==> src/rtl/core/tkr_pkg.sv <==
package tkr_pkg;

  localparam int unsigned ListDepth = 100;
  localparam int unsigned RankW     = 7;
  localparam int unsigned CritW     = 32;
  localparam int unsigned CapW      = 22;
  localparam int unsigned EntryW    = 32 + 20 + 24 + 24 + 8 + 20 + 22;

  localparam logic [21:0] CapMax  = 22'h3FFFFF;
  localparam logic [31:0] CritMax = 32'hFFFF_FFFF;

  typedef enum logic [1:0] {
    ModeVolume = 2'd0,
    ModeLane   = 2'd1,
    ModeRatio  = 2'd2,
    ModeNone   = 2'd3
  } mode_e;

  typedef enum logic [3:0] {
    StIdle,
    StDiv1,
    StCap,
    StDiv2,
    StTod,
    StDiv3,
    StCrit,
    StScan,
    StShift,
    StWrite,
    StRead,
    StDone
  } state_e;

  typedef struct packed {
    logic [31:0] crit;
    logic [19:0] link;
    logic [23:0] from;
    logic [23:0] to;
    logic [7:0]  period;
    logic [19:0] volume;
    logic [21:0] cap;
  } entry_t;

  // Commands from the controller to the datapath.
  typedef struct packed {
    logic load;       // capture item
    logic div_start;  // launch divider
    logic div_sel1;   // divider operands: 0 capacity, 1 lane-use, 2 criterion
    logic div_sel2;
    logic cap_take;   // capture period capacity
    logic tod_take;   // capture lane-use capacity
    logic crit_take;  // capture criterion
    logic scan_step;  // compare one entry, advance pointer
    logic shift_step; // move one entry down
    logic write_new;  // write new record at pointer
    logic read_ent;   // fetch entry for a read
    logic emit;       // present result
  } cmd_t;

  typedef struct packed {
    logic div_done;
    logic is_read;
    logic skip_early;  // zero volume or capacity
    logic cap_zero;
    logic need_tod;
    logic need_div3;
    logic scan_hit;
    logic scan_end;
    logic shift_end;
    logic need_shift;
  } stat_t;

endpackage

==> src/rtl/core/tkr_ctrl.sv <==
module tkr_ctrl (
  input  logic          clk_i,
  input  logic          rst_ni,
  input  logic          start_i,
  output logic          busy_o,
  input  tkr_pkg::stat_t stat_i,
  output tkr_pkg::cmd_t  cmd_o
);
  import tkr_pkg::*;

  state_e state_q, state_d;

  always_comb begin
    state_d = state_q;
    unique case (state_q)
      StIdle:  if (start_i) state_d = StDiv1;
      StDiv1: begin
        if (stat_i.is_read) state_d = StRead;
        else if (stat_i.skip_early) state_d = StDone;
        else state_d = StCap;
      end
      StCap:   if (stat_i.div_done) state_d = StTod;
      StTod: begin
        if (stat_i.cap_zero) state_d = StDone;
        else if (stat_i.need_tod) state_d = StDiv2;
        else state_d = StCrit;
      end
      StDiv2:  if (stat_i.div_done) state_d = StCrit;
      StCrit:  state_d = stat_i.need_div3 ? StDiv3 : StScan;
      StDiv3:  if (stat_i.div_done) state_d = StScan;
      StScan: begin
        if (stat_i.scan_hit) state_d = stat_i.need_shift ? StShift : StWrite;
        else if (stat_i.scan_end) state_d = StDone;
      end
      StShift: if (stat_i.shift_end) state_d = StWrite;
      StWrite: state_d = StDone;
      StRead:  state_d = StDone;
      StDone:  state_d = StIdle;
      default: state_d = StIdle;
    endcase
  end

  always_comb begin
    cmd_o = '0;
    unique case (state_q)
      StIdle:  cmd_o.load = start_i;
      StDiv1:  cmd_o.div_start = !stat_i.is_read && !stat_i.skip_early;
      StCap:   cmd_o.cap_take = stat_i.div_done;
      StTod: begin
        cmd_o.div_start = !stat_i.cap_zero && stat_i.need_tod;
        cmd_o.div_sel1  = 1'b1;
        cmd_o.tod_take  = !stat_i.need_tod;
      end
      StDiv2:  cmd_o.tod_take = stat_i.div_done;
      StCrit: begin
        cmd_o.div_start = stat_i.need_div3;
        cmd_o.div_sel2  = 1'b1;
        cmd_o.crit_take = !stat_i.need_div3;
      end
      StDiv3: begin
        cmd_o.div_sel2  = 1'b1;
        cmd_o.crit_take = stat_i.div_done;
      end
      StScan:  cmd_o.scan_step = 1'b1;
      StShift: cmd_o.shift_step = 1'b1;
      StWrite: cmd_o.write_new = 1'b1;
      StRead:  cmd_o.read_ent = 1'b1;
      StDone:  cmd_o.emit = 1'b1;
      default: cmd_o = '0;
    endcase
  end

  always_ff @(posedge clk_i or negedge rst_ni) begin
    if (!rst_ni) begin
      state_q <= StIdle;
    end else begin
      state_q <= state_d;
    end
  end

  assign busy_o = (state_q != StIdle);

  ast_emit_then_idle: assert property (@(posedge clk_i) disable iff (!rst_ni)
    state_q == StDone |=> state_q == StIdle) else $error("done not followed by idle");
  ast_no_start_busy: assert property (@(posedge clk_i) disable iff (!rst_ni)
    state_q != StIdle |-> !cmd_o.load) else $error("load while busy");
  ast_one_action: assert property (@(posedge clk_i) disable iff (!rst_ni)
    $onehot0({cmd_o.scan_step, cmd_o.shift_step, cmd_o.write_new, cmd_o.read_ent}))
    else $error("list actions overlap");
endmodule

==> config.mk <==
export PLATFORM = sky130hd
export DESIGN_NAME = tkr_ctrl
export DESIGN_NICKNAME = d
export VERILOG_FILES = /design/src/rtl/core/tkr_pkg.sv /design/src/rtl/core/tkr_ctrl.sv
export SDC_FILE = /design/constraint.sdc
export NUM_CORES = 1
export LEC_CHECK = 0
export BUFFER_PORTS_ARGS = -buffer_cell sky130_fd_sc_hd__buf_2
export CAP_MARGIN = 0
export CORE_MARGIN = 2
export CORE_UTILIZATION = 46
export CTS_CLUSTER_DIAMETER = 60
export DETAILED_ROUTE_END_ITERATION = 7
export PLACE_DENSITY_LB_ADDON = 0.12
export SETUP_SLACK_MARGIN = 0.15
export SLEW_MARGIN = 30
export SYNTH_ARGS = -nofsm -noshare
export SYNTH_HDL_FRONTEND = slang
export SYNTH_SLANG_ARGS = --single-unit
==> constraint.sdc <==
create_clock -name clk_i -period 2 [get_ports clk_i]
set_clock_uncertainty 0.05 [all_clocks]
set_input_delay 0.6 -clock clk_i [delete_from_list [all_inputs] [get_ports clk_i]]
set_output_delay 0.6 -clock clk_i [all_outputs]
set_load 0.02 [all_outputs]
* Word-level counts from Yosys, hierarchy flattened
Index checks and enable logic that the tools add are counted.
Storage, ports and cells: register bits after elaboration 4, input port bits 13, output and inout port bits 13, word-level logic and storage cells 56
Operators by class: equality and inequality tests 17, mux-type cells 26, reductions and logical operators 12
Operator list (number):
- 2-to-1 mux 4 bit | 10
- case mux 4 bit (10 select lines) | 1
- equality test 4 x 3 -> 1 bit (second input constant) | 4
- equality test 4 bit (second input constant) | 4
- 2-to-1 mux 1 bit | 10
- != test 2 bit (second input constant) | 5
- equality test 4 x 2 -> 1 bit (second input constant) | 2
- AND reduction 6 bit | 1
- logical NOT 1 bit | 5
- equality test 4 x 1 -> 1 bit (second input constant) | 1
- logical NOT 4 bit | 1
- case mux 1 bit (2 select lines) | 2
- nonzero test 4 bit | 1
- OR reduction 2 bit | 2
- 2-to-1 mux 3 bit | 1
- != test 3 bit (second input constant) | 1
- case mux 1 bit (3 select lines) | 1
- logical AND 1 bit | 2
- 2-to-1 mux 2 bit | 1

* Depth between registers and ports, before layout
Gate-level depths: netlist of run 1.
depth after elaboration 3, gate-level depth with buffers 7, depth with buffers taken out 5

* Least setup slack after synthesis of run 1
Ideal clock, no wire load.
path type reg2out, start reg state_q[1], end out cmd_o[3] (netlist name), arrival 1.262 ns, path slack 0.088 ns, stages on the path, launching flop included 4, cell sequence dfrtp_1 > buf_4 > buf_2 > nor3_1
RTL lines:
- from (decl) | RTL line tkr_ctrl.sv:11 | state_e state_q, state_d;
- from (signal assigned) | RTL line tkr_ctrl.sv:75 | state_q <= StIdle;
- from (signal assigned) | RTL line tkr_ctrl.sv:77 | state_q <= state_d;
- to (decl) | RTL line tkr_ctrl.sv:7 | output tkr_pkg::cmd_t cmd_o

==> impl_results.md, run 1 <==
* CP required at between 1 and 1.5 ns
* Ys async rst share at 100%
* Bufs and invs on worst path at 3
* GR Util met1 at 35.2%
* Worst r2r src: state_q[1]$_DFFE_PN0P_
* Full die area at about 0.0016 mm2
* DIE HEIGHT at 40.4 um
* Initial antenna violation count at 0
* Synth warnings at 0
* Fraction of layout cells with a size suffix above 1 at 68.5%
* Synthesized area at 609 um2
* CTS tree: yes
* TNS Setup at -0.111 ns
* Most used routing layer: met2
* Area growth from synthesis to layout at 83.6%
* Sequential fraction of the synthesis area at roughly 16%
* FF-to-FF setup slack at between 0.15 and 0.2 ns
* Via count at 872
* H-tree depth at 1
* Max Root-Sink Buffers at 2
* ANT cells at 0
* Top_reg_cell synth: dfrtp_1
* FF+latch count, synth at 4
* Starting DRT DRC Count at 31
* Biggest regs: state_q x4
* Worst reg2reg endpoint: state_q[0]$_DFFE_PN0P_
* # hold bufs at CTS at 0
* Total CTS buffers at 3
* Endpoints failing hold at 0
* Worst setup EP type: output port
* Total power at 1.88 mW
* CTS root buf: clkbuf_4
* Tmin final at 2.05 ns
* Failing checks: setup timing
* Met3 Use GR at ~11%
* PortBufs at 25
* Vias in the first global route at ~670
* Initial Utilization at 48.0%
* Met2 Use GR at 47.2%
* Total detailed-routing wirelength at 2490 um
* CP Launch Type: register
* Most frequent cells in the layout: 26 x buf_4, 14 x buf_6, 11 x buf_2
* Synthesized Nets at 93
* Total GRT Usage at 28.8%
* Via/cell ratio at 6.14
* EDFF count, synth at 0
* Nets at 142
* Total grt overflow at 0
* Setup-violating endpoint count in the final report at 3
* Final HPWL DP at 1340 um
* Relative slew slack at 80.3%
* Max-cap violation count at 0
* Family with the most delay on the worst path: flip-flops
* WP data arrival at 1.40 ns
* Largest fanout on the critical path at 7
* Crit path cell chain: buf_6 -> buf_4 -> a21oi_1 -> nor2_2 -> buf_6
* Core box area at 0.00127 mm2
* Post-route insts no fill at 142
* Clk slew on worst S/H paths at 0.04 ns
* GP Congestion at 0.890
* Antenna Violating Nets Remaining at 0
* Max-slew violation count at 0
* Max stage delay cell, worst path: dfrtp_2
* Max Clock Freq at 0.487 GHz
* Tcrit/Tclk final at 103%
* Status: finished, violations left
* Reg with most FFs: state_q
* Post-synth cell types at 35
* WL per Instance at 17.5 um
* Later-pin clock latency in the skew report at 0.24 ns
* Commonest non-fill, non-tap cell in the layout: buf_4
* Mean Syn Cell Area at 7.62 um2
* CP most frequent cell: buf_6
* Crit path kind: reg2out
* R2R cell count at 7
* First-pass GRT wire length at 3060 um
* Pin count of the biggest net entering global routing at 9
* Least-Margin Pin Slew at 0.294 ns
* RSZ-0062 raised after global routing: yes
* Die W at about 40 um
* Clk sinks at 4
* Leakage at 0.488 nW
* Dpl cells at 126
* Setup WS post-layout at -0.0541 ns
* Cell Rows at 13
* Maximum vdd ir drop at approximately 1300 uV
* DRC at 0
* PwrDens at about 1700 mW/mm2
* I/O pin count at 26
* Worst hold-check path type: in2async
* DRT Pass-1 Iters at 4
* Slowest Stage Delay on Critical Path at 0.48 ns
* Syn Inst Count at 80
* Max reg flops at 4
[synthesized netlist by cell type, types with 2 or more instances]
library cell  count  area share, %
nand2_1           6            3.7
dfrtp_1           4             16
nor3_1            4            3.3
and3_1            2            2.1
nand2b_1          2            2.1
mux2_4            2            4.9
a31oi_1           3            3.1
buf_6             2            3.7
a211oi_1          2            2.5
o21ai_0           4            3.3
buf_2             4            3.3
nor3b_1           2            2.5
a21oi_1           7            5.7
inv_1             3            1.8
nor2_1           12            7.4
nor2b_1           2            2.1
[stage by stage]
stage	cell area, um2	setup WS [ns]	utilization, %	hold slack [ns]
after floorplan	618	0.115	-	0.254
after global placement	810	-0.0734	63.8	0.354
after detailed placement	810	-0.0814	63.8	0.357
after CTS	997	-0.0479	78.6	0.104
after global routing	1120	-0.114	88.2	0.0967
final	1120	-0.0541	88.2	0.102
[cell families after synthesis]
group | after synthesis | share of synthesized area (%)
flops | 4 | 16.4
compound gates | 27 | 31.8
buf+inv | 10 | 10.1
mux | 2 | 4.93
simple gates | 37 | 36.8
[final cells by class]
class / count / area (um2)
Inverter: 3 / 11.3
Sequential cell: 4 / 104
Fill cell: 68 / 150
Multi-Input combinational cell: 66 / 554
Timing Repair Buffer: 51 / 408
Clock buffer: 3 / 22.5
Tap cell: 15 / 18.8
[report_power, final]
part / switching, mW / leakage (nW) / internal [mW]
sequential: 0.0917 / 0.0459 / 0.130
combinational: 0.791 / 0.428 / 0.761
clock: 0.0351 / 0.0138 / 0.0672
total: 0.918 / 0.488 / 0.958
[how the worst max path moves through the flow]
stage	startpoint	end	slack (ns)	depth (start not counted)
floorplan	state_q[3]$_DFFE_PN0P_	cmd_o[9]	0.11	4
global placement	stat_i[4]	cmd_o[10]	-0.07	5
detailed placement	stat_i[4]	cmd_o[10]	-0.08	5
CTS	state_q[2]$_DFFE_PN0P_	cmd_o[10]	-0.05	4
global route	state_q[1]$_DFFE_PN0P_	cmd_o[10]	-0.11	5
finish	state_q[2]$_DFFE_PN0P_	cmd_o[6]	-0.05	5
[per-layer routing]
metal,up-vias,wire (um)
met2,65,1270
met5,-,0
met3,9,207
li1,394,-
met1,404,955
met4,0,58
[timing repair]
item / CTS / global route
setup endpoints to repair: 13 / 15
gates resized for setup: 36 / 21
cloned: 0 / 0
setup buffers: 7 / 6
pin swaps: 4 / 9
(Power assumes the default switching activity.)
==> inputs of run 2 (changes only) <==
--- a/config.mk
+++ b/config.mk
@@ -7,10 +7,11 @@
 export LEC_CHECK = 0
 export BUFFER_PORTS_ARGS = -buffer_cell sky130_fd_sc_hd__buf_2
 export CAP_MARGIN = 0
-export CORE_MARGIN = 2
+export CORE_MARGIN = 5
 export CORE_UTILIZATION = 46
 export CTS_CLUSTER_DIAMETER = 60
 export DETAILED_ROUTE_END_ITERATION = 7
+export HOLD_SLACK_MARGIN = 0.1
 export PLACE_DENSITY_LB_ADDON = 0.12
 export SETUP_SLACK_MARGIN = 0.15
 export SLEW_MARGIN = 30
==> run 2 against run 1 <==
The flow still finishes with violations (setup timing); cell area rose by 7.6%; final cell count grew 2.1%; hold slack worse by 0.015 ns; critical path depth is the same; die area is 32% higher; register-to-register slack got worse by 0.06 ns; largest cell class unchanged; highest routed layer unchanged.
==> impl_results.md, run 2 (same netlist as run 1, synthesis figures left out) <==
* Worst hold-check path type: in2async
* Later-pin clock latency in the skew report at 0.26 ns (+0.02 ns)
* Cell Rows at 13 (unchanged)
* Max stage delay cell, worst path: dfrtp_2
* Dpl cells at 126 (unchanged)
* Crit path kind: reg2out
* Max-cap violation count at 0 (unchanged)
* Total CTS buffers at 3 (unchanged)
* Total detailed-routing wirelength at 3290 um (+32%)
* CTS tree: yes
* CP required at 1.35 ns (about the same)
* Biggest regs: state_q x4
* Area growth from synthesis to layout at 97.5%
* Reg with most FFs: state_q
* Pin count of the biggest net entering global routing at 9 (unchanged)
* Family with the most delay on the worst path: flip-flops
* RSZ-0062 raised after global routing: yes
* H-tree depth at 1 (unchanged)
* First-pass GRT wire length at 3700 um (+21%)
* ANT cells at 0 (unchanged)
* Setup-violating endpoint count in the final report at 6 (+3)
* Post-Place Worst Slack at -0.0796 ns (+0.00183 ns)
* Nets at 145 (+2.1%)
* Worst setup EP type: output port
* DRT Pass-1 Iters at 5 (+1)
* Total GRT Usage at 24.7% (-4.0 points)
* Psw at 1.06 mW (+16%)
* Tmin final at 2.12 ns (+0.0658 ns)
* Total grt overflow at 0 (unchanged)
* Full die area at 0.00215 mm2 (+32%)
* Most frequent cells in the layout: 22 x buf_6, 21 x buf_4, 11 x buf_2
* Maximum vdd ir drop at 1350 uV (+2.5%)
* CP Launch Type: register
* PwrDens at 1740 mW/mm2 (+3.5%)
* Cell count along the critical path at 5 (unchanged)
* Int Power at 1.03 mW (+7.5%)
* Max Clock Freq at 0.472 GHz (-3.1%)
* Initial antenna violation count at 0 (unchanged)
* WP data arrival at 1.47 ns (+0.07 ns)
* Initial Utilization at 48.0% (unchanged)
* Clock share of power at 5.5% (about the same)
* Finished Core Util at 94.9% (+6.7 points)
* Via/cell ratio at 6.73 (+9.6%)
* Max Root-Sink Buffers at 2 (unchanged)
* Crit path cell chain: buf_4 -> nor3_4 -> a21oi_2 -> nor2_2 -> buf_6
* Fraction of layout cells with a size suffix above 1 at 71.5% (+3.0 points)
* Via count at 976 (+12%)
* Max reg flops at 4 (unchanged)
* Setup WS post-layout at -0.120 ns (-0.0658 ns)
* Least-Margin Pin Slew at 0.314 ns (+0.0201 ns)
* CTS root buf: clkbuf_4
* Total power at 2.09 mW (+11%)
* # hold bufs at CTS at 0 (unchanged)
* Status: finished, violations left
* Relative slew slack at 79.0% (-1.3 points)
* Vias in the first global route at 804 (+21%)
* Core box area at 0.00127 mm2 (unchanged)
* Post-route insts no fill at 145 (+2.1%)
* Clk sinks at 4 (unchanged)
* DRC at 0 (unchanged)
* TNS Setup at -0.433 ns (-0.323 ns)
* Endpoints failing hold at 0 (unchanged)
* Fraction of power consumed by sequential logic at 10.6% (-1.2 points)
* Slowest Stage Delay on Critical Path at 0.45 ns (-0.03 ns)
* Max-slew violation count at 0 (unchanged)
* Combinational share of power at 83.9% (+1.1 points)
* Bufs and invs on worst path at 2 (-1)
* Leakage at 0.524 nW (+7.5%)
* DIE HEIGHT at 46.4 um (+15%)
* I/O pin count at 26 (unchanged)
* Final HPWL DP at 1440 um (+7.2%)
* PortBufs at 25 (unchanged)
* WL per Instance at 22.7 um (+29%)
* Largest fanout on the critical path at 5 (-2)
* Clk slew on worst S/H paths at 0.05 ns (about the same)
* Antenna Violating Nets Remaining at 0 (unchanged)
* Sw Ratio at 50.7% (+1.8 points)
* R2R cell count at 6 (-1)
* Starting DRT DRC Count at 84 (+170%)
* Failing checks: setup timing
* Die W at 46.4 um (+15%)
* FF-to-FF setup slack at 0.13 ns (-0.06 ns)
* Commonest non-fill, non-tap cell in the layout: buf_6
* Tcrit/Tclk final at 106% (+3.3 points)
* GP Congestion at 0.870 (-2.2%)
## run 2: changes by cell type in the layout (fill, tap and decap cells not counted), moves of 2 or more
cell     delta
a21oi_1     -2
nand2_4     +2
nor3_2      -2
buf_4       -5
nor3_4      +2
buf_6       +8
a21oi_2     +2
## run 2: power groups by stage
stage	logic, mW	clock network [mW]	registers [mW]
2_1_floorplan	0.777	0	0.152
3_3_place_gp	0.973	0	0.220
3_5_place_dp	0.980	0	0.219
4_1_cts	1.32	0.106	0.205
5_1_grt	1.84	0.132	0.224
6_report	1.75	0.115	0.222
## run 2: path summary, 6_finish.rpt
path	startpoint	to
max in group asynchronous	rst_ni	state_q[1]$_DFFE_PN0P_
worst min-delay path	rst_ni	state_q[0]$_DFFE_PN0P_
worst min register to register	state_q[0]$_DFFE_PN0P_	state_q[3]$_DFFE_PN0P_
worst max register to register	state_q[1]$_DFFE_PN0P_	state_q[0]$_DFFE_PN0P_
worst max-delay path	state_q[0]$_DFFE_PN0P_	cmd_o[6]
min in group clk_i	stat_i[1]	state_q[3]$_DFFE_PN0P_
## run 2: cell type report
cell class | instances | area [um2]
clock buffer | 3 | 22.5
fill | 35 | 65.1
inverter | 3 | 11.3
multi-input combinational | 66 | 586
sequential | 4 | 105
tap | 15 | 18.8
timing repair buffer | 54 | 460
## run 2: timing repair
item / in CTS / in global routing
pin swaps: 6 / 12
setup buffers: 9 / 7
endpoints found under the setup margin: 13 / 15
gates resized for setup: 41 / 35
## run 2: stage by stage
step | hold WS (ns) | cell area, um2
global placement | 0.354 | 810
floorplan | 0.254 | 618
CTS | 0.100 | 1020
detailed placement | 0.359 | 810
global route | 0.0669 | 1200
finish | 0.0867 | 1200
## run 2: layer usage
layer | part of all wire, % | vias to the layer above | wire, um | global-route usage, %
li1 | - | 398 | - | -
met1 | 34 | 447 | 1120 | 30.6
met2 | 49 | 103 | 1620 | 40.4
met3 | 11 | 28 | 366 | 6.64
met4 | 5.7 | 0 | 186 | 9.09
met5 | 0 | - | 0 | 0
==> inputs of run 3 (changes only) <==
--- a/config.mk
+++ b/config.mk
@@ -11,9 +11,10 @@
 export CORE_UTILIZATION = 46
 export CTS_CLUSTER_DIAMETER = 60
 export DETAILED_ROUTE_END_ITERATION = 7
+export GPL_ROUTABILITY_DRIVEN = 0
 export HOLD_SLACK_MARGIN = 0.1
 export PLACE_DENSITY_LB_ADDON = 0.12
-export SETUP_SLACK_MARGIN = 0.15
+export SETUP_SLACK_MARGIN = 0.2
 export SLEW_MARGIN = 30
 export SYNTH_ARGS = -nofsm -noshare
 export SYNTH_HDL_FRONTEND = slang
==> run 3 against run 2 <==
Flip-flop and latch count unchanged; sequential share of layout area up 0.76 points; fmax up 1.7%; critical endpoint is now cmd_o[10]; register-to-register slack better by 0.06 ns; critical path depth up 1; largest cell class unchanged; non-clock buffer count down 7; via count down 14%; the run still ends with setup timing left; largest power group unchanged; final cell count down 4.8%; die area unchanged.
==> impl_results.md, run 3 (same netlist as run 1, synthesis figures left out) <==
* Status: finished, violations left
* Failing checks: setup timing
* Crit path cell chain: buf_2 -> nor2_1 -> a22o_1 -> and3_1 -> o21a_2 -> buf_6
* Worst setup EP type: output port
* Antenna Violating Nets Remaining at 0 (unchanged)
* CP required at 1.35 ns (about the same)
* Total grt overflow at 0 (unchanged)
* Nets at 138 (-4.8%)
* Total detailed-routing wirelength at 2470 um (-25%)
* Starting DRT DRC Count at 35 (-58%)
* Full die area at 0.00215 mm2 (unchanged)
* Later-pin clock latency in the skew report at 0.24 ns (-0.02 ns)
* Crit path kind: in2out
* Pin count of the biggest net entering global routing at 10 (+1)
* Via/cell ratio at 6.06 (-10%)
* Max reg flops at 4 (unchanged)
* Final instance area at 0.00109 mm2 (-9.1%)
* DRC at 0 (unchanged)
* Area growth from synthesis to layout at 79.5%
* Least-Margin Pin Slew at 0.310 ns (-0.00470 ns)
* Most frequent cells in the layout: 17 x buf_4, 16 x buf_6, 13 x buf_2
* First-pass GRT wire length at 3810 um (+3.0%)
* WL per Instance at 17.9 um (-21%)
* ANT cells at 0 (unchanged)
* Max stage delay cell, worst path: o21a_2
* Max Root-Sink Buffers at 2 (unchanged)
* Initial antenna violation count at 0 (unchanged)
* Die W at 46.4 um (unchanged)
* Final HPWL DP at 1450 um (+0.52%)
* Tmin final at 2.09 ns (-0.0345 ns)
* Total power at 1.78 mW (-15%)
* Tcrit/Tclk final at 104% (-1.7 points)
* Vias in the first global route at 818 (+1.7%)
* Setup WS post-layout at -0.0854 ns (+0.0345 ns)
* I/O pin count at 26 (unchanged)
* WP data arrival at 1.44 ns (-0.03 ns)
* Worst hold-check path type: in2reg
* DIE HEIGHT at 46.4 um (unchanged)
* CTS root buf: clkbuf_4
* Via count at 836 (-14%)
* Largest fanout on the critical path at 2 (-3)
* Fraction of layout cells with a size suffix above 1 at 65.9% (-5.7 points)
* Clk slew on worst S/H paths at 0.04 ns (about the same)
* Setup-violating endpoint count in the final report at 2 (-4)
* Relative slew slack at 79.3% (+0.31 points)
* Commonest non-fill, non-tap cell in the layout: buf_4
* Leakage at 0.472 nW (-9.9%)
* Max-slew violation count at 0 (unchanged)
* DRT Pass-1 Iters at 4 (-1)
* Total CTS buffers at 3 (unchanged)
* Clk sinks at 4 (unchanged)
* H-tree depth at 1 (unchanged)
* Placed inst area at 830 um2 (+2.5%)
* Maximum vdd ir drop at 1300 uV (-3.6%)
* RSZ-0062 raised after global routing: yes
* Cell Rows at 13 (unchanged)
* Slowest Stage Delay on Critical Path at 0.22 ns (-0.23 ns)
* Biggest regs: state_q x4
* Initial Utilization at 48.0% (unchanged)
* Dpl cells at 127 (+0.79%)
* Post-route insts no fill at 138 (-4.8%)
* Final hold slack at 0.601 ns (+0.515 ns)
* CTS tree: yes
* Max Clock Freq at 0.480 GHz (+1.7%)
* CP Launch Type: primary input
* Max-cap violation count at 0 (unchanged)
* PwrDens at 1630 mW/mm2 (-6.2%)
* Endpoints failing hold at 0 (unchanged)
* PortBufs at 25 (unchanged)
* Core box area at 0.00127 mm2 (unchanged)
* Total GRT Usage at 25.6% (+0.81 points)
* Reg with most FFs: state_q
[run 3: cell types whose count changed in the layout (fill, tap and decap cells not counted), sizes merged]
cell,change
buf,-8
dlygate4sd3,+1
[run 3: final timing paths]
path / slack [ns] / depth (start not counted) / start / end
max: -0.09 / 6 / stat_i[6] / cmd_o[10]
min: 0.60 / 3 / stat_i[1] / state_q[3]$_DFFE_PN0P_
max reg2reg: 0.19 / 5 / state_q[1]$_DFFE_PN0P_ / state_q[0]$_DFFE_PN0P_
min reg2reg: 0.73 / 3 / state_q[1]$_DFFE_PN0P_ / state_q[1]$_DFFE_PN0P_
max in group asynchronous: 1.11 / 2 / rst_ni / state_q[2]$_DFFE_PN0P_
min in group asynchronous: 0.65 / 2 / rst_ni / state_q[3]$_DFFE_PN0P_
[run 3: report_power, final]
group | switching, mW | internal, mW | leakage [nW] | total [mW]
combinational | 0.798 | 0.670 | 0.413 | 1.47
sequential | 0.0820 | 0.130 | 0.0459 | 0.212
clock | 0.0348 | 0.0672 | 0.0138 | 0.102
[run 3: area by class of cell]
class                           count  area (um2)
Clock buffer                        3        22.5
Fill cell                          71         175
Inverter                            3        11.3
Multi-Input combinational cell     66         554
Sequential cell                     4         104
Tap cell                           15        18.8
Timing Repair Buffer               47         383
[run 3: critical path: cells and delay by family]
kind / cells / cell delay, ns
simple gates: 2 / 0.21
compound gates: 2 / 0.39
buf+inv: 2 / 0.23
[run 3: layer usage]
| layer | track usage, % | wire (um) | up-vias |
|---|---|---|---|
| li1 | - | - | 382 |
| met1 | 30.5 | 969 | 386 |
| met2 | 42.0 | 1220 | 62 |
| met3 | 7.03 | 242 | 6 |
| met4 | 11.4 | 38 | 0 |
| met5 | 0 | 0 | - |
[run 3: through the flow]
stage	TNS [ns]	setup slack [ns]	util, %
finish	-0.102	-0.0854	86.2
CTS	-0.00777	-0.00777	82.9
global placement	-0.0356	-0.0356	65.4
global route	-0.394	-0.132	86.2
detailed placement	-0.0401	-0.0401	65.4
floorplan	0	0.193	-
[run 3: timing repair]
action | in CTS | in global routing
gates resized for setup | 48 | 8
hold endpoints to repair | 2 | 0
pin swaps | 8 | 4
hold buffers | 1 | 0
buffers inserted | 5 | 2
endpoints found under the setup margin | 13 | 13
